--- config.mk ---
export PLATFORM = sky130hd
export DESIGN_NAME = floppy_drive_mechanism
export DESIGN_NICKNAME = d
export VERILOG_FILES = /design/src/design/fdm_pkg.sv /design/src/design/floppy_drive_mechanism.sv /design/src/design/fdm_mul.sv /design/src/design/fdm_div.sv
export SDC_FILE = /design/constraint.sdc
export NUM_CORES = 1
export LEC_CHECK = 0
export BUFFER_PORTS_ARGS = -buffer_cell sky130_fd_sc_hd__buf_2
export CELL_PAD_IN_SITES_DETAIL_PLACEMENT = 0
export CELL_PAD_IN_SITES_GLOBAL_PLACEMENT = 1
export CORE_AREA = 2 2 174 176
export CTS_CLUSTER_SIZE = 12
export DETAILED_ROUTE_END_ITERATION = 10
export DIE_AREA = 0 0 176 178
export HOLD_SLACK_MARGIN = 0.1
export PLACE_DENSITY_LB_ADDON = 0.3
export SKIP_CTS_REPAIR_TIMING = 1
export SYNTH_ARGS = -nofsm -noshare
export SYNTH_HDL_FRONTEND = slang
export SYNTH_SLANG_ARGS = --single-unit
--- constraint.sdc ---
create_clock -name clock -period 4.45 [get_ports clock]
set_clock_uncertainty 0.15 [all_clocks]
set_input_delay 0 -clock clock [delete_from_list [all_inputs] [get_ports clock]]
set_output_delay 0 -clock clock [all_outputs]
set_load 0.005 [all_outputs]
--- src/design/fdm_pkg.sv ---
// Package for the floppy drive mechanism: command codes, field widths and
// the control and status structs shared by the serial rescale units.
// No dependencies.
package fdm_pkg;

   localparam int unsigned LenWidth  = 16;
   localparam int unsigned ProdWidth = 2 * LenWidth;
   localparam int unsigned CylWidth  = 8;
   localparam int unsigned SpinWidth = 20;
   localparam int unsigned TpbWidth  = 8;
   localparam int unsigned TurnWidth = 32;
   localparam int unsigned ReqWidth  = 40;
   localparam int unsigned RspWidth  = 32;
   localparam int unsigned CsrIdxWidth  = 2;
   localparam int unsigned CsrDataWidth = 20;

   typedef enum logic [2:0] {
      CMD_TICK   = 3'd0,
      CMD_INSERT = 3'd1,
      CMD_MOTOR  = 3'd2,
      CMD_SIDE   = 3'd3,
      CMD_STEP   = 3'd4
   } cmd_type;

   typedef enum logic [CsrIdxWidth-1:0] {
      CSR_TWO_HEADS      = 2'd0,
      CSR_SPIN_UP_TICKS  = 2'd1,
      CSR_TICKS_PER_BYTE = 2'd2
   } csr_idx_type;

   localparam logic [TpbWidth-1:0] TpbReset = 8'd32;

   typedef struct packed {
      logic start;
   } unit_ctl_type;

   typedef struct packed {
      logic busy;
      logic done;
   } unit_sts_type;

endpackage

--- src/design/floppy_drive_mechanism.sv ---
// Top level of the floppy drive mechanism: command decode, drive state,
// response register and the serial position rescale. Depends on fdm_pkg,
// fdm_mul and fdm_div.
//
// One response per request, reporting the drive state after the command.
// Tick, insert/eject, motor, side, unknown commands and steps that need no
// rescale load the response straight from the idle state. A step that moves
// the head with a medium inserted and a non-zero current track length
// rescales the byte position through a bit-serial multiplier and then a
// restoring divider, which finishes at once when the result saturates. A
// new request is taken only once the previous response has gone, at the
// earliest in the cycle that response is taken.
module floppy_drive_mechanism
   import fdm_pkg::*;
#(
   parameter int unsigned MAX_CYL = 84
)
(
   input  logic                    clock,
   input  logic                    reset,
   input  logic                    req_tvalid,
   output logic                    req_tready,
   // arg_bit, medium_write_protect, current_track_length, target_track_length
   input  logic [ReqWidth-1:0]     req_tdata,
   // cmd
   input  logic [2:0]              req_tuser,
   output logic                    rsp_tvalid,
   input  logic                    rsp_tready,
   // mech_ready, at_track_zero, protected_medium, double_sided, index_pulse,
   // head_cylinder, head_side, angle_byte
   output logic [RspWidth-1:0]     rsp_tdata,
   input  logic                    csr_valid,
   output logic                    csr_ready,
   input  logic [CsrIdxWidth-1:0]  csr_index,
   input  logic [CsrDataWidth-1:0] csr_data
);

   localparam logic [CylWidth-1:0] CylLast = CylWidth'(MAX_CYL - 1);

   typedef enum logic [1:0] {
      ST_IDLE,
      ST_MUL,
      ST_DIV,
      ST_FINISH
   } state_type;

   state_type              state_ff, state_in;
   logic                   two_heads_ff, two_heads_in;
   logic [SpinWidth-1:0]   spin_up_ff, spin_up_in;
   logic [TpbWidth-1:0]    tpb_ff, tpb_in;
   logic                   disk_in_ff, disk_in_in;
   logic                   wp_ff, wp_in;
   logic                   motor_ff, motor_in;
   logic [SpinWidth-1:0]   spin_ff, spin_in;
   logic                   side_ff, side_in;
   logic [CylWidth-1:0]    cyl_ff, cyl_in;
   logic [LenWidth-1:0]    pos_ff, pos_in;
   logic [TpbWidth-1:0]    timer_ff, timer_in;
   logic [TurnWidth-1:0]   turn_ff, turn_in;
   logic                   flag_ff, flag_in;
   logic [LenWidth-1:0]    len_ff, len_in;
   logic                   rsp_valid_ff, rsp_valid_in;
   logic [RspWidth-1:0]    rsp_data_ff, rsp_data_in;

   cmd_type                cmd;
   logic                   arg;
   logic                   req_wp;
   logic [LenWidth-1:0]    cur_len;
   logic [LenWidth-1:0]    tgt_len;
   logic                   accept;
   logic                   out_free;
   logic                   rescale;
   logic                   load_rsp;
   logic [TpbWidth-1:0]    timer_inc;
   logic [LenWidth:0]      pos_next;
   logic [CylWidth-1:0]    cyl_step;
   unit_ctl_type           mul_ctl, div_ctl;
   unit_sts_type           mul_sts, div_sts;
   logic [ProdWidth-1:0]   product;
   logic [LenWidth-1:0]    quotient;

   assign cmd     = cmd_type'(req_tuser);
   assign arg     = req_tdata[0];
   assign req_wp  = req_tdata[1];
   assign cur_len = req_tdata[17:2];
   assign tgt_len = req_tdata[33:18];

   assign out_free   = !rsp_valid_ff || rsp_tready;
   assign req_tready = (state_ff == ST_IDLE) && out_free;
   assign accept     = req_tvalid && req_tready;
   assign csr_ready  = 1'b1;

   always_comb begin
      two_heads_in = two_heads_ff;
      spin_up_in   = spin_up_ff;
      tpb_in       = tpb_ff;
      if (csr_valid) begin
         unique case (csr_index)
            CSR_TWO_HEADS:      two_heads_in = csr_data[0];
            CSR_SPIN_UP_TICKS:  spin_up_in   = csr_data;
            CSR_TICKS_PER_BYTE: tpb_in       = csr_data[TpbWidth-1:0];
            default: ;
         endcase
      end
   end

   always_comb begin
      state_in   = state_ff;
      disk_in_in = disk_in_ff;
      wp_in      = wp_ff;
      motor_in   = motor_ff;
      spin_in    = spin_ff;
      side_in    = side_ff;
      cyl_in     = cyl_ff;
      pos_in     = pos_ff;
      timer_in   = timer_ff;
      turn_in    = turn_ff;
      flag_in    = flag_ff;
      len_in     = len_ff;
      rescale    = 1'b0;
      load_rsp   = 1'b0;
      mul_ctl.start = 1'b0;
      div_ctl.start = 1'b0;
      timer_inc  = timer_ff + 1'b1;
      pos_next   = {1'b0, pos_ff} + 1'b1;
      cyl_step   = cyl_ff;
      if (arg) begin
         if (cyl_ff < CylLast) cyl_step = cyl_ff + 1'b1;
      end else if (cyl_ff != '0) begin
         cyl_step = cyl_ff - 1'b1;
      end
      unique case (state_ff)
         ST_IDLE: begin
            if (accept) begin
               unique case (cmd)
                  CMD_TICK: begin
                     flag_in = 1'b0;
                     if (motor_ff && disk_in_ff) begin
                        if (spin_ff != '0) spin_in = spin_ff - 1'b1;
                        if (timer_inc < tpb_ff) begin
                           timer_in = timer_inc;
                        end else begin
                           timer_in = '0;
                           flag_in  = 1'b1;
                           if (pos_next >= {1'b0, cur_len}) begin
                              pos_in  = '0;
                              turn_in = turn_ff + 1'b1;
                           end else begin
                              pos_in = pos_next[LenWidth-1:0];
                           end
                        end
                     end
                  end
                  CMD_INSERT: begin
                     disk_in_in = arg;
                     wp_in      = req_wp;
                     pos_in     = '0;
                     turn_in    = '0;
                     timer_in   = '0;
                     flag_in    = 1'b0;
                  end
                  CMD_MOTOR: begin
                     if (arg && !motor_ff) spin_in = spin_up_ff;
                     if (!arg) flag_in = 1'b0;
                     motor_in = arg;
                  end
                  CMD_SIDE: side_in = two_heads_ff && arg;
                  CMD_STEP: begin
                     cyl_in = cyl_step;
                     if (disk_in_ff && cyl_step != cyl_ff) begin
                        if (cur_len == '0) begin
                           pos_in = '0;
                        end else begin
                           rescale = 1'b1;
                        end
                     end
                  end
                  default: ;
               endcase
               if (rescale) begin
                  len_in        = cur_len;
                  mul_ctl.start = 1'b1;
                  state_in      = ST_MUL;
               end else begin
                  load_rsp = 1'b1;
               end
            end
         end
         ST_MUL: begin
            if (mul_sts.done) begin
               div_ctl.start = 1'b1;
               state_in      = ST_DIV;
            end
         end
         ST_DIV: begin
            if (div_sts.done) begin
               pos_in   = quotient;
               state_in = ST_FINISH;
            end
         end
         ST_FINISH: begin
            if (out_free) begin
               load_rsp = 1'b1;
               state_in = ST_IDLE;
            end
         end
         default: state_in = ST_IDLE;
      endcase
   end

   assign rsp_data_in = {2'b00,
                         pos_in,
                         side_in,
                         cyl_in,
                         flag_in && (pos_in == '0),
                         two_heads_in,
                         disk_in_in && wp_in,
                         cyl_in == '0,
                         disk_in_in && motor_in && (spin_in == '0)};

   always_comb begin
      rsp_valid_in = rsp_valid_ff;
      if (load_rsp) begin
         rsp_valid_in = 1'b1;
      end else if (rsp_tready) begin
         rsp_valid_in = 1'b0;
      end
   end

   always_ff @(posedge clock) begin
      if (reset) begin
         state_ff     <= ST_IDLE;
         two_heads_ff <= 1'b0;
         spin_up_ff   <= '0;
         tpb_ff       <= TpbReset;
         disk_in_ff   <= 1'b0;
         wp_ff        <= 1'b0;
         motor_ff     <= 1'b0;
         spin_ff      <= '0;
         side_ff      <= 1'b0;
         cyl_ff       <= '0;
         pos_ff       <= '0;
         timer_ff     <= '0;
         turn_ff      <= '0;
         flag_ff      <= 1'b0;
         rsp_valid_ff <= 1'b0;
      end else begin
         state_ff     <= state_in;
         two_heads_ff <= two_heads_in;
         spin_up_ff   <= spin_up_in;
         tpb_ff       <= tpb_in;
         disk_in_ff   <= disk_in_in;
         wp_ff        <= wp_in;
         motor_ff     <= motor_in;
         spin_ff      <= spin_in;
         side_ff      <= side_in;
         cyl_ff       <= cyl_in;
         pos_ff       <= pos_in;
         timer_ff     <= timer_in;
         turn_ff      <= turn_in;
         flag_ff      <= flag_in;
         rsp_valid_ff <= rsp_valid_in;
      end
      len_ff <= len_in;
      if (load_rsp) rsp_data_ff <= rsp_data_in;
   end

   assign rsp_tvalid = rsp_valid_ff;
   assign rsp_tdata  = rsp_data_ff;

   fdm_mul u_mul (
      .clock   (clock),
      .reset   (reset),
      .ctl     (mul_ctl),
      .mcand   (pos_ff),
      .mplier  (tgt_len),
      .sts     (mul_sts),
      .product (product)
   );

   fdm_div u_div (
      .clock    (clock),
      .reset    (reset),
      .ctl      (div_ctl),
      .dividend (product),
      .divisor  (len_ff),
      .sts      (div_sts),
      .quotient (quotient)
   );

   a_units_exclusive: assert property (@(posedge clock) disable iff (reset)
      !(mul_sts.busy && div_sts.busy))
      else $error("multiplier and divider busy together");

   a_idle_units_quiet: assert property (@(posedge clock) disable iff (reset)
      state_ff == ST_IDLE |-> !mul_sts.busy && !div_sts.busy)
      else $error("rescale unit busy while idle");

   a_div_done_in_div: assert property (@(posedge clock) disable iff (reset)
      div_sts.done |-> state_ff == ST_DIV)
      else $error("divider finished outside its phase");

endmodule

--- src/design/fdm_mul.sv ---
// Bit-serial shift-add multiplier, one multiplier bit per cycle.
// Depends on fdm_pkg.
module fdm_mul
   import fdm_pkg::*;
(
   input  logic                 clock,
   input  logic                 reset,
   input  unit_ctl_type         ctl,
   input  logic [LenWidth-1:0]  mcand,
   input  logic [LenWidth-1:0]  mplier,
   output unit_sts_type         sts,
   output logic [ProdWidth-1:0] product
);

   localparam int unsigned CntWidth = $clog2(LenWidth);

   logic                 busy_ff, busy_in;
   logic                 done_ff, done_in;
   logic [CntWidth-1:0]  cnt_ff, cnt_in;
   logic [ProdWidth-1:0] prod_ff, prod_in;
   logic [LenWidth-1:0]  mcand_ff, mcand_in;
   logic [LenWidth:0]    sum;

   always_comb begin
      busy_in  = busy_ff;
      done_in  = 1'b0;
      cnt_in   = cnt_ff;
      prod_in  = prod_ff;
      mcand_in = mcand_ff;
      sum = {1'b0, prod_ff[ProdWidth-1:LenWidth]}
            + (prod_ff[0] ? {1'b0, mcand_ff} : '0);
      if (ctl.start) begin
         busy_in  = 1'b1;
         cnt_in   = '0;
         prod_in  = {{LenWidth{1'b0}}, mplier};
         mcand_in = mcand;
      end else if (busy_ff) begin
         prod_in = {sum, prod_ff[LenWidth-1:1]};
         cnt_in  = cnt_ff + 1'b1;
         if (cnt_ff == CntWidth'(LenWidth - 1)) begin
            busy_in = 1'b0;
            done_in = 1'b1;
         end
      end
   end

   always_ff @(posedge clock) begin
      if (reset) begin
         busy_ff <= 1'b0;
         done_ff <= 1'b0;
      end else begin
         busy_ff <= busy_in;
         done_ff <= done_in;
      end
      cnt_ff   <= cnt_in;
      prod_ff  <= prod_in;
      mcand_ff <= mcand_in;
   end

   assign sts.busy = busy_ff;
   assign sts.done = done_ff;
   assign product  = prod_ff;

endmodule

--- src/design/fdm_div.sv ---
// Restoring divider, one quotient bit per cycle, saturating at all ones.
// Depends on fdm_pkg.
module fdm_div
   import fdm_pkg::*;
(
   input  logic                 clock,
   input  logic                 reset,
   input  unit_ctl_type         ctl,
   input  logic [ProdWidth-1:0] dividend,
   input  logic [LenWidth-1:0]  divisor,
   output unit_sts_type         sts,
   output logic [LenWidth-1:0]  quotient
);

   localparam int unsigned CntWidth = $clog2(LenWidth);

   logic                busy_ff, busy_in;
   logic                done_ff, done_in;
   logic                sat_ff, sat_in;
   logic [CntWidth-1:0] cnt_ff, cnt_in;
   logic [LenWidth-1:0] rem_ff, rem_in;
   logic [LenWidth-1:0] quo_ff, quo_in;
   logic [LenWidth-1:0] dsr_ff, dsr_in;
   logic [LenWidth:0]   trial;
   logic [LenWidth:0]   diff;
   logic                fits;

   always_comb begin
      busy_in = busy_ff;
      done_in = 1'b0;
      sat_in  = sat_ff;
      cnt_in  = cnt_ff;
      rem_in  = rem_ff;
      quo_in  = quo_ff;
      dsr_in  = dsr_ff;
      trial = {rem_ff, quo_ff[LenWidth-1]};
      fits  = trial >= {1'b0, dsr_ff};
      diff  = trial - {1'b0, dsr_ff};
      if (ctl.start) begin
         sat_in = dividend[ProdWidth-1:LenWidth] >= divisor;
         rem_in = dividend[ProdWidth-1:LenWidth];
         quo_in = dividend[LenWidth-1:0];
         dsr_in = divisor;
         cnt_in = '0;
         if (dividend[ProdWidth-1:LenWidth] >= divisor) begin
            done_in = 1'b1;
         end else begin
            busy_in = 1'b1;
         end
      end else if (busy_ff) begin
         rem_in = fits ? diff[LenWidth-1:0] : trial[LenWidth-1:0];
         quo_in = {quo_ff[LenWidth-2:0], fits};
         cnt_in = cnt_ff + 1'b1;
         if (cnt_ff == CntWidth'(LenWidth - 1)) begin
            busy_in = 1'b0;
            done_in = 1'b1;
         end
      end
   end

   always_ff @(posedge clock) begin
      if (reset) begin
         busy_ff <= 1'b0;
         done_ff <= 1'b0;
      end else begin
         busy_ff <= busy_in;
         done_ff <= done_in;
      end
      sat_ff <= sat_in;
      cnt_ff <= cnt_in;
      rem_ff <= rem_in;
      quo_ff <= quo_in;
      dsr_ff <= dsr_in;
   end

   assign sts.busy = busy_ff;
   assign sts.done = done_ff;
   assign quotient = sat_ff ? '1 : quo_ff;

endmodule
# Word level (Yosys, flattened, before mapping)
# Index checks and enable logic that the tools add are counted.
# Widths: inputs -> output; s select.
# word_totals
regBits	244
input_bits	70
output_inout_bits	35
wordCells	182
# classes
addsub	9
order_cmp	5
eq_ne	19
n_mux	87
bitwise_logic	1
n_reduce_logical	32
# op_table
operator	count
$mux 16	16
$mux 20	5
$mux 8	8
$pmux 16 s3	1
$mux 1	46
$pmux 20 s2	1
$ge 17x16->1	2
$logic_not 16->1	2
$pmux 16 s2	1
$logic_not 20->1	1
$reduce_bool 20->1	1
$sub 20x1->20 const B	1
$add 16x1->17 const B	1
$add 16x16->17	1
$add 8x1->8 const B	2
$ge 16x16->1	1
$pmux 8 s2	1
$sub 16x16->16	1
$logic_and 1x1->1	10
$mux 2	5
$add 4x1->4 const B	2
$eq 4x4->1 const B	2
$logic_not 8->1	1
$lt 8x7->1 const B	1
25 further kinds	40

# Depth between registers and ports, before layout
# Gate-level depths: netlist of the first run.
# depth
word_depth	13
mapped_depth	17
depth_no_buf	16

# By module
# A second synthesis of the first run with hierarchy kept.
# hier_totals
hier_cells	1499
area_unflattened_um2	14132.3
# by_module_without_submodules
mod	n_inst	cells_per_inst	area_each_um2	seq_area_each_um2
floppy_drive_mechanism	1	887	7492.2	3163.0
fdm_div	1	363	3758.6	1591.5
fdm_mul	1	249	2881.5	1401.3

# Least setup slack after synthesis of the first run
# No wires, ideal clock.
# synth_path
path_type	reg2reg
start	register pos_ff[2]
end	register rsp_data_ff[4], in the netlist rsp_tdata[4] (data pin)
setup_time_ns	0.170
arrival_time_ns	3.491
t_required_ns	4.130
path_slack_ns	0.639
stages_incl_launch_ff	17
path_buffers	3
synth_period_minus_slack_ns	3.811
path_cell_list	dfxtp_1 clkbuf_1 nand3_1 or3_1 clkbuf_1 nor2_1 xor2_1 ha_1 nand4_1 nor3_1 o311ai_0 and4_1 clkbuf_1 a221o_1 nor4_1 nand2_1 nor4_2
# synth_between
elab_chain_cells	10
word_cells_on_any_way	13
classes_between	add/sub (1); order compare (1); mux (9); reduce/logical (2)
# synth_lines
element	line	text
start, declared	floppy_drive_mechanism.sv:57	logic [LenWidth-1:0] pos_ff, pos_in;
start signal, assigned	floppy_drive_mechanism.sv:258	pos_ff <= pos_in;
$add 16x1->17	floppy_drive_mechanism.sv:125	pos_next = {1'b0, pos_ff} + 1'b1;
$ge 17x16->1	floppy_drive_mechanism.sv:145	if (pos_next >= {1'b0, cur_len}) begin
$mux 16	floppy_drive_mechanism.sv:145	
$mux 16	floppy_drive_mechanism.sv:140	if (timer_inc < tpb_ff) begin
$mux 16	floppy_drive_mechanism.sv:138	if (motor_ff && disk_in_ff) begin
$pmux 16 s3	floppy_drive_mechanism.sv:135	unique case (cmd)
$mux 16	floppy_drive_mechanism.sv:134	if (accept) begin
$pmux 16 s2	floppy_drive_mechanism.sv:132	unique case (state_ff)
via pos_in[1]	floppy_drive_mechanism.sv:57	
$logic_not 16->1	floppy_drive_mechanism.sv:215	flag_in && (pos_in == '0),
$logic_and 1x1->1	floppy_drive_mechanism.sv:215	
via rsp_data_in[4]	floppy_drive_mechanism.sv:63	logic [RspWidth-1:0] rsp_data_ff, rsp_data_in;
end signal, assigned	floppy_drive_mechanism.sv:265	if (load_rsp) rsp_data_ff <= rsp_data_in;
end, declared	floppy_drive_mechanism.sv:63	
# The timed path passes the listed nets, and every way through them passes these cells.
# A chain may end at the register's enable or synchronous reset.

# Final worst setup path of the first run
# layout_path
start	register pos_ff[3]
end	register rsp_data_ff[4], in the netlist rsp_tdata[4] (data pin)
# layout_between
elab_chain_cells	10
word_cells_on_any_way	13
classes_between	add/sub (1); order compare (1); mux (9); reduce/logical (2)
# layout_lines
element	line
$add 16x1->17 (*)	floppy_drive_mechanism.sv:125
$ge 17x16->1	floppy_drive_mechanism.sv:145
$mux 16 (*)	floppy_drive_mechanism.sv:145
$mux 16 (*)	floppy_drive_mechanism.sv:140
$mux 16 (*)	floppy_drive_mechanism.sv:138
$pmux 16 s3 (*)	floppy_drive_mechanism.sv:135
$mux 16 (*)	floppy_drive_mechanism.sv:134
$pmux 16 s2 (*)	floppy_drive_mechanism.sv:132
via pos_in[12]	floppy_drive_mechanism.sv:57
$logic_not 16->1 (*)	floppy_drive_mechanism.sv:215
$logic_and 1x1->1 (*)	floppy_drive_mechanism.sv:215
via rsp_data_in[4]	floppy_drive_mechanism.sv:63
# Mark *: on every way through the listed nets, which the timed path passes. The rest lies on a longest branch.

==> results.rst, run 1 <==
.. list-table::
   :header-rows: 1

   * - Metric
     - Value
   * - RePlAce Congestion
     - 0.934
   * - Clk slew on worst S/H paths
     - around 0.06 ns
   * - Part of the Yosys area used for sequential elements
     - 45.1%
   * - Worst Max-Slew Pin Slew
     - 0.970 ns
   * - Terminus of the critical flop-to-flop path
     - rsp_tdata[4]$_DFFE_PP_
   * - Number of antenna violations at the first check in global routing
     - 0
   * - WP data required
     - 4.66 ns
   * - Share of layout cells above drive strength 1
     - 13.2%
   * - First-iteration detailed-routing DRC count
     - roughly 930
   * - Relative slew margins
     - a little over a third
   * - Final cell utilization of the core
     - 56.0%
   * - Cell family contributing the most delay on the critical path
     - simple AND/OR/NAND/NOR gates
   * - Global-route wire length before repair
     - just under 60000 um
   * - Number of antenna repair diodes
     - 0
   * - Warnings from Yosys
     - 0
   * - Leading cell types by total area after synthesis
     - sky130_fd_sc_hd__edfxtp_1 (28%), sky130_fd_sc_hd__dfxtp_1 (17%), sky130_fd_sc_hd__ha_1 (7.7%)
   * - Total of max-cap violations
     - 0
   * - Post-detailed-route DRC marker count
     - 0
   * - Number of enable-type register cells in the synthesized netlist
     - 127
   * - Largest net degree at the start of global routing
     - 65
   * - Overall routed net length
     - approximately 37000 um
   * - Top cells by instance count after synthesis
     - sky130_fd_sc_hd__nand2_1 (171), sky130_fd_sc_hd__nor2_1 (157), sky130_fd_sc_hd__edfxtp_1 (127)
   * - Deepest clock path buffer count
     - 3
   * - Worst min-delay path category
     - input pin to flop
   * - H-Tree Level Count
     - 1
   * - Most common cell in the netlist
     - sky130_fd_sc_hd__nand2_1
   * - CP Capture Type
     - flop
   * - Most used DFF post-synth
     - sky130_fd_sc_hd__edfxtp_1
   * - Maximum fanout along the worst path
     - 7
   * - Per-cell via count in the routed design
     - 5.58
   * - Critical path startpoint category
     - flop
   * - Period Utilization, post-route
     - slightly above 90%
   * - Standard-cell row count
     - 63
   * - Endpoint with the worst hold slack
     - spin_up_ff[8]$_SDFFE_PP0P_
   * - Setup repair after global routing missed its margin
     - no
   * - Nets
     - between 1.5k and 2k
   * - TritonRoute pass-1 iters
     - 5
   * - Maximum cell stage delay along the critical path
     - 0.51 ns
   * - Reg2reg setup slack
     - between 0.2 and 0.3 ns
   * - Die X
     - 176 um
   * - Power Dens Cells
     - 321 mW/mm2
   * - Number of cells traversed by the worst hold path
     - 4
   * - Share of the synthesized area in the top cell type
     - about 28%
   * - Clock buffer count from CTS
     - 28
   * - Crit-path slowest cell
     - sky130_fd_sc_hd__or3_1
   * - Final worst slack
     - 0.296 ns
   * - Length in cells of the worst reg-to-reg path
     - 15
   * - Core area
     - slightly below 0.03 mm2
   * - Buffer cell driving the clock tree root
     - sky130_fd_sc_hd__clkbuf_16
   * - Min Clock Period, post-route
     - around 4.2 ns
   * - Final max-slew violation count
     - 0
   * - Crit path launch
     - pos_ff[3]$_SDFF_PP0_
   * - Via count of the first global-routing pass
     - 10.7k
   * - Overall power after layout
     - 0.00528 W
   * - Maximum vdd drop
     - 0.313 mV
   * - Type of the setup path with the least slack
     - flop to flop
   * - Overall die height
     - 178 um
   * - Async SR Flop Fraction
     - 0%
   * - Fmax achieved
     - 241 MHz
   * - HPWL Detailed
     - 27300 um
   * - Post-placement setup slack
     - ~0.3 ns
   * - Status
     - completed
   * - Total of endpoints with negative setup slack in the final report
     - 0
   * - Number of buffers and inverters on the critical path
     - 1
   * - Final hold violation count
     - 0
   * - Number of unique standard cell types used by synthesis
     - 74
   * - Initial core utilization
     - 46.4%
   * - I/O Pins
     - 105
   * - Number of synthesized register bits
     - around 240
   * - Count of vias placed by the detailed router
     - 11.6k
   * - Cell area after technology mapping
     - 0.0136 mm2
   * - Die Outline Area
     - 0.0313 mm2
   * - GRT Resource Usage Total
     - a little under a quarter
   * - Final ANT Viol Nets
     - 0
   * - Post-Synthesis Mean Instance Area
     - slightly above 9 um2
   * - Overflow left after global routing
     - 0
   * - Cell count after synthesis
     - 1480
   * - Clock tree sinks
     - 244
   * - Port Buf Inserts
     - 95
   * - Relative area change from synthesis to final layout
     - 20.8%
   * - Clock tree from TritonCTS
     - built
   * - Total negative setup slack
     - 0 ns
   * - Start of the worst register-to-register path
     - pos_ff[3]$_SDFF_PP0_
   * - Startpoint of the lowest-slack hold path
     - csr_data[8]
   * - Chain of cells forming the critical path
     - nand3_1 > or3_1 > nor2_1 > xor2_1 > ha_1 > nand4_1 > nor3_1 > o311ai_1 > nand4_1 > nor3_1 > buf_4 > a221o_1 > nor4_1 > nand2_1 > nor4_2
   * - Worst hold slack across all endpoints
     - 0.0979 ns
   * - Clk Latency, worst-skew pair
     - 0.54 ns
   * - CP arrival
     - 4.37 ns
   * - Leakage power of the design
     - 6.78 nW
   * - Post-synth top area cell
     - sky130_fd_sc_hd__edfxtp_1
   * - Wire per inst
     - between 15 and 20 um
cells in the final DEF, fill, tap and decap left out, drive strengths merged, types with 37 or more instances in the layout:
master	instances
nor2	157
ha	84
a21oi	86
nor3	37
edfxtp	127
dlygate4sd3	84
dfxtp	117
o21ai	60
nand2	171
buf	139
inv	96
nand3	40
mux2i	37
clkbuf	40
worst max path at each step:
stage                         endpoint  slack (ns)  cells after the start
4_1_cts         rsp_tdata[4]$_DFFE_PP_        0.23                     17
3_3_place_gp    rsp_tdata[4]$_DFFE_PP_        0.43                     15
6_report        rsp_tdata[4]$_DFFE_PP_        0.30                     15
5_1_grt        rsp_tvalid$_SDFFE_PP0P_        0.03                     12
2_1_floorplan   rsp_tdata[4]$_DFFE_PP_        0.64                     16
3_5_place_dp    rsp_tdata[4]$_DFFE_PP_        0.30                     15
final cells by class:
| class | instances | area [um2] |
|---|---|---|
| fillers | 2640 | 12900 |
| well taps | 390 | 488 |
| clock inverters | 12 | 108 |
| flip-flops and latches | 244 | 6160 |
| clock buffers | 40 | 848 |
| inverters | 95 | 357 |
| multi-input cells | 1071 | 6860 |
| repair buffers | 223 | 1660 |
stage by stage:
stage | std cells | instance area (um2)
global route | 2075 | 16500
detailed placement | 1939 | 14700
floorplan | 1481 | 13600
CTS | 1991 | 15600
global placement | 1939 | 14700
finish | 2075 | 16500
sequential cells by signal (all words and copies together) (netlist names), 2 cells and up:
name and count:
u_mul.product 32, len_ff 16, spin_ff 20, cyl_ff 8, u_mul.cnt_ff 4, u_div.cnt_ff 4, state_ff 2, u_mul.mcand_ff 16
u_div.rem_ff 16, spin_up_ff 20, timer_ff 8, pos_ff 16, u_div.dsr_ff 16, u_div.quo_ff 16, tpb_ff 8, rsp_tdata 30
worst reg2reg max path: stages, from the launching register on:
cell                       delay [ns]
sky130_fd_sc_hd__dfxtp_1         0.47
sky130_fd_sc_hd__nand3_1         0.13
sky130_fd_sc_hd__or3_1           0.51
sky130_fd_sc_hd__nor2_1          0.25
sky130_fd_sc_hd__xor2_1          0.10
sky130_fd_sc_hd__ha_1            0.30
sky130_fd_sc_hd__nand4_1         0.13
sky130_fd_sc_hd__nor3_1          0.28
sky130_fd_sc_hd__o311ai_1        0.18
sky130_fd_sc_hd__nand4_1         0.18
sky130_fd_sc_hd__nor3_1          0.09
sky130_fd_sc_hd__buf_4           0.16
sky130_fd_sc_hd__a221o_1         0.35
sky130_fd_sc_hd__nor4_1          0.32
sky130_fd_sc_hd__nand2_1         0.10
sky130_fd_sc_hd__nor4_2          0.27
kinds of logic after synthesis:
group           count (synthesis)  synth area share [%]
other cells                     2                0.0551
xor+xnor                       49                  3.15
flops                         244                  45.1
compound gates                301                  14.5
buf+inv                       166                  4.74
fa+ha+maj                      86                  8.00
simple gates                  578                  20.3
mux                            54                  4.12
report_power, final:
group | leakage [nW] | total [W] | switching (W) | internal (W)
clock | 0.478 | 0.00236 | 0.000922 | 0.00143
combinational | 4.15 | 0.000451 | 0.000248 | 0.000203
sequential | 2.16 | 0.00248 | 0.0000534 | 0.00242
routing by layer:
| metal | part of all wire (%) | up-vias | track usage (%) |
|---|---|---|---|
| met3 | 5.3 | 83 | 3.15 |
| met5 | 0 | - | 0 |
| met4 | 3.4 | 0 | 9.19 |
| met1 | 46 | 5463 | 32.3 |
| met2 | 46 | 331 | 38.1 |
| li1 | - | 5701 | - |
No activity file was read; power rests on OpenSTA's default activity.
==> run 2: changes to the inputs <==
--- a/config.mk
+++ b/config.mk
@@ -8,13 +8,14 @@
 export BUFFER_PORTS_ARGS = -buffer_cell sky130_fd_sc_hd__buf_2
 export CELL_PAD_IN_SITES_DETAIL_PLACEMENT = 0
 export CELL_PAD_IN_SITES_GLOBAL_PLACEMENT = 1
-export CORE_AREA = 2 2 174 176
+export CORE_AREA = 2 2 175 177
 export CTS_CLUSTER_SIZE = 12
 export DETAILED_ROUTE_END_ITERATION = 10
-export DIE_AREA = 0 0 176 178
+export DIE_AREA = 0 0 177 179
 export HOLD_SLACK_MARGIN = 0.1
 export PLACE_DENSITY_LB_ADDON = 0.3
 export SKIP_CTS_REPAIR_TIMING = 1
 export SYNTH_ARGS = -nofsm -noshare
 export SYNTH_HDL_FRONTEND = slang
+export SYNTH_HIERARCHICAL = 1
 export SYNTH_SLANG_ARGS = --single-unit
==> run 2 against run 1 <==
- area after synthesis up 3.5%
- worst setup slack worse by 0.051 ns
- critical path type unchanged
- routed wire length up 0.64%
==> results.rst, run 2 <==
.. list-table::
   :header-rows: 1

   * - Metric
     - Value
   * - Status
     - completed
   * - Initial core utilization
     - 47.0% (+0.64 points)
   * - Maximum vdd drop
     - 0.307 mV (-1.9%)
   * - Clock buffer count from CTS
     - 28 (unchanged)
   * - Buffer cell driving the clock tree root
     - sky130_fd_sc_hd__clkbuf_16
   * - Worst min-delay path category
     - input pin to flop
   * - Setup repair after global routing missed its margin
     - no
   * - Clk Latency, worst-skew pair
     - 0.55 ns (about the same)
   * - Nets
     - 1818 (-0.055%)
   * - Min Clock Period, post-route
     - 4.20 ns (+0.0507 ns)
   * - Relative slew margins
     - 30.4% (-4.4 points)
   * - Die Outline Area
     - 0.0317 mm2 (+1.1%)
   * - Cell area after technology mapping
     - 0.0141 mm2 (+3.5%)
   * - Final cell utilization of the core
     - 55.8% (-0.22 points)
   * - Overall power after layout
     - 0.00521 W (-1.4%)
   * - Final hold violation count
     - 0 (unchanged)
   * - Port Buf Inserts
     - 95 (unchanged)
   * - Power Dens Cells
     - 311 mW/mm2 (-3.1%)
   * - Warnings from Yosys
     - 6 (+6)
   * - Largest net degree at the start of global routing
     - 61 (-6.2%)
   * - WP data required
     - 4.61 ns (-0.05 ns)
   * - Sequential Area
     - 0.00616 mm2 (about the same)
   * - TritonRoute pass-1 iters
     - 5 (unchanged)
   * - Wire per inst
     - 18.1 um (+0.40%)
   * - Total of endpoints with negative setup slack in the final report
     - 0 (unchanged)
   * - Overall routed net length
     - 37700 um (+0.64%)
   * - Worst Max-Slew Pin Slew
     - 1.04 ns (+0.0696 ns)
   * - Crit-path slowest cell
     - sky130_fd_sc_hd__a41oi_1
   * - Area occupied by multi-input gates
     - 0.00735 mm2 (+7.2%)
   * - Leakage power of the design
     - 6.80 nW (+0.24%)
   * - Type of the setup path with the least slack
     - flop to flop
   * - Post-Synthesis Mean Instance Area
     - 9.43 um2 (+2.4%)
   * - Chain of cells forming the critical path
     - ha_1 > nand3_1 > nor2_1 > nand3_1 > nor2_1 > xor2_1 > ha_1 > a21o_1 > a21oi_1 > a21boi_0 > nand4bb_1 > buf_4 > nor3_1 > nand3b_1 > a41oi_1 > nor4_1 > and3_1
   * - Number of flip-flops under the largest register name
     - 32 (unchanged)
   * - Core area
     - 0.0300 mm2 (+2.1%)
   * - Period Utilization, post-route
     - 94.5% (+1.1 points)
   * - Critical path startpoint category
     - flop
   * - Total negative setup slack
     - 0 ns (unchanged)
   * - Standard-cell row count
     - 64 (+1.6%)
   * - CP Capture Type
     - flop
   * - Global-route wire length before repair
     - 58300 um (about the same)
   * - Commonest cells after routing, fill and taps aside
     - sky130_fd_sc_hd__nand2_1 (149), sky130_fd_sc_hd__edfxtp_1 (127), sky130_fd_sc_hd__nor2_1 (116), sky130_fd_sc_hd__dfxtp_1 (116), sky130_fd_sc_hd__a21oi_1 (97)
   * - Total of max-cap violations
     - 0 (unchanged)
   * - HPWL Detailed
     - 27800 um (+2.1%)
   * - Maximum cell stage delay along the critical path
     - 0.36 ns (-0.15 ns)
   * - Post-detailed-route DRC marker count
     - 0 (unchanged)
   * - Cell family contributing the most delay on the critical path
     - simple AND/OR/NAND/NOR gates
   * - Clock tree from TritonCTS
     - built
   * - Overall die height
     - 179 um (+0.56%)
   * - First-iteration detailed-routing DRC count
     - 812 (-13%)
   * - CP arrival
     - 4.36 ns (about the same)
   * - Final ANT Viol Nets
     - 0 (unchanged)
   * - Relative area change from synthesis to final layout
     - 18.7%
   * - Fmax achieved
     - 238 MHz (-1.2%)
   * - Final max-slew violation count
     - 0 (unchanged)
   * - Cell count after synthesis
     - 1497 (+1.1%)
   * - Overflow left after global routing
     - 0 (unchanged)
   * - Clk slew on worst S/H paths
     - 0.06 ns (about the same)
   * - GRT Resource Usage Total
     - 23.3% (-0.26 points)
   * - I/O Pins
     - 105 (unchanged)
   * - Filler Cell Count
     - 2668 (+1.1%)
   * - H-Tree Level Count
     - 1 (unchanged)
   * - Most common cell after layout, fill and taps aside
     - sky130_fd_sc_hd__nand2_1
   * - Number of antenna repair diodes
     - 0 (unchanged)
   * - Maximum fanout along the worst path
     - 6 (-1)
   * - RePlAce Congestion
     - 0.945 (+1.2%)
   * - Per-cell via count in the routed design
     - 5.60 (+0.35%)
   * - Number of buffers and inverters on the critical path
     - 1 (unchanged)
   * - Share of layout cells above drive strength 1
     - 16.0% (+2.8 points)
   * - Number of antenna violations at the first check in global routing
     - 0 (unchanged)
   * - Clock tree sinks
     - 244 (unchanged)
   * - Die X
     - 177 um (+0.57%)
   * - Deepest clock path buffer count
     - 3 (unchanged)
   * - Via count of the first global-routing pass
     - 10.9k (+1.0%)
   * - Count of vias placed by the detailed router
     - 11.6k (+0.60%)
run 2: routing by layer:
layer	GRT usage, %	up-vias	wire (um)
li1	-	5755	-
met4	7.23	0	1070
met3	3.24	68	1850
met1	32.5	5518	17500
met2	37.6	306	17300
met5	0	-	0
run 2: report_power, final:
part / total [W] / switching [W] / internal [W]
Combinational: 0.000392 / 0.000221 / 0.000172
Sequential: 0.00244 / 0.0000391 / 0.00240
Clock: 0.00237 / 0.000939 / 0.00143
Total: 0.00521 / 0.00120 / 0.00401
run 2: final cells by class:
type	count	area share, %
clock buffers	42	5.06
flip-flops and latches	244	36.7
clock inverters	10	0.635
multi-input cells	1095	43.8
inverters	92	2.06
well taps	396	2.96
repair buffers	201	8.72
run 2: stage by stage:
| stage | cell area [um2] | std cells | hold slack, ns | setup WS, ns |
|---|---|---|---|---|
| final | 16800 | 2080 | 0.0832 | 0.245 |
| after global routing | 16800 | 2080 | 0.106 | 0.0320 |
| after CTS | 16000 | 2009 | -0.474 | 0.263 |
| after detailed placement | 15100 | 1957 | 0.0961 | 0.285 |
| after global placement | 15100 | 1957 | 0.0908 | 0.365 |
| after floorplan | 14100 | 1498 | -0.0809 | 0.213 |
run 2: final timing paths:
check	slack, ns	depth (start not counted)	from	to
worst max register to register	0.25	17	pos_ff[0]$_SDFF_PP0_	rsp_tdata[4]$_DFFE_PP_
worst max-delay path	0.25	17	pos_ff[0]$_SDFF_PP0_	rsp_tdata[4]$_DFFE_PP_
worst min-delay path	0.08	2	req_tdata[6]	len_ff[4]$_DFFE_PP_
worst min register to register	0.30	0	len_ff[2]$_DFFE_PP_	u_div/dsr_ff[2]$_DFFE_PP_
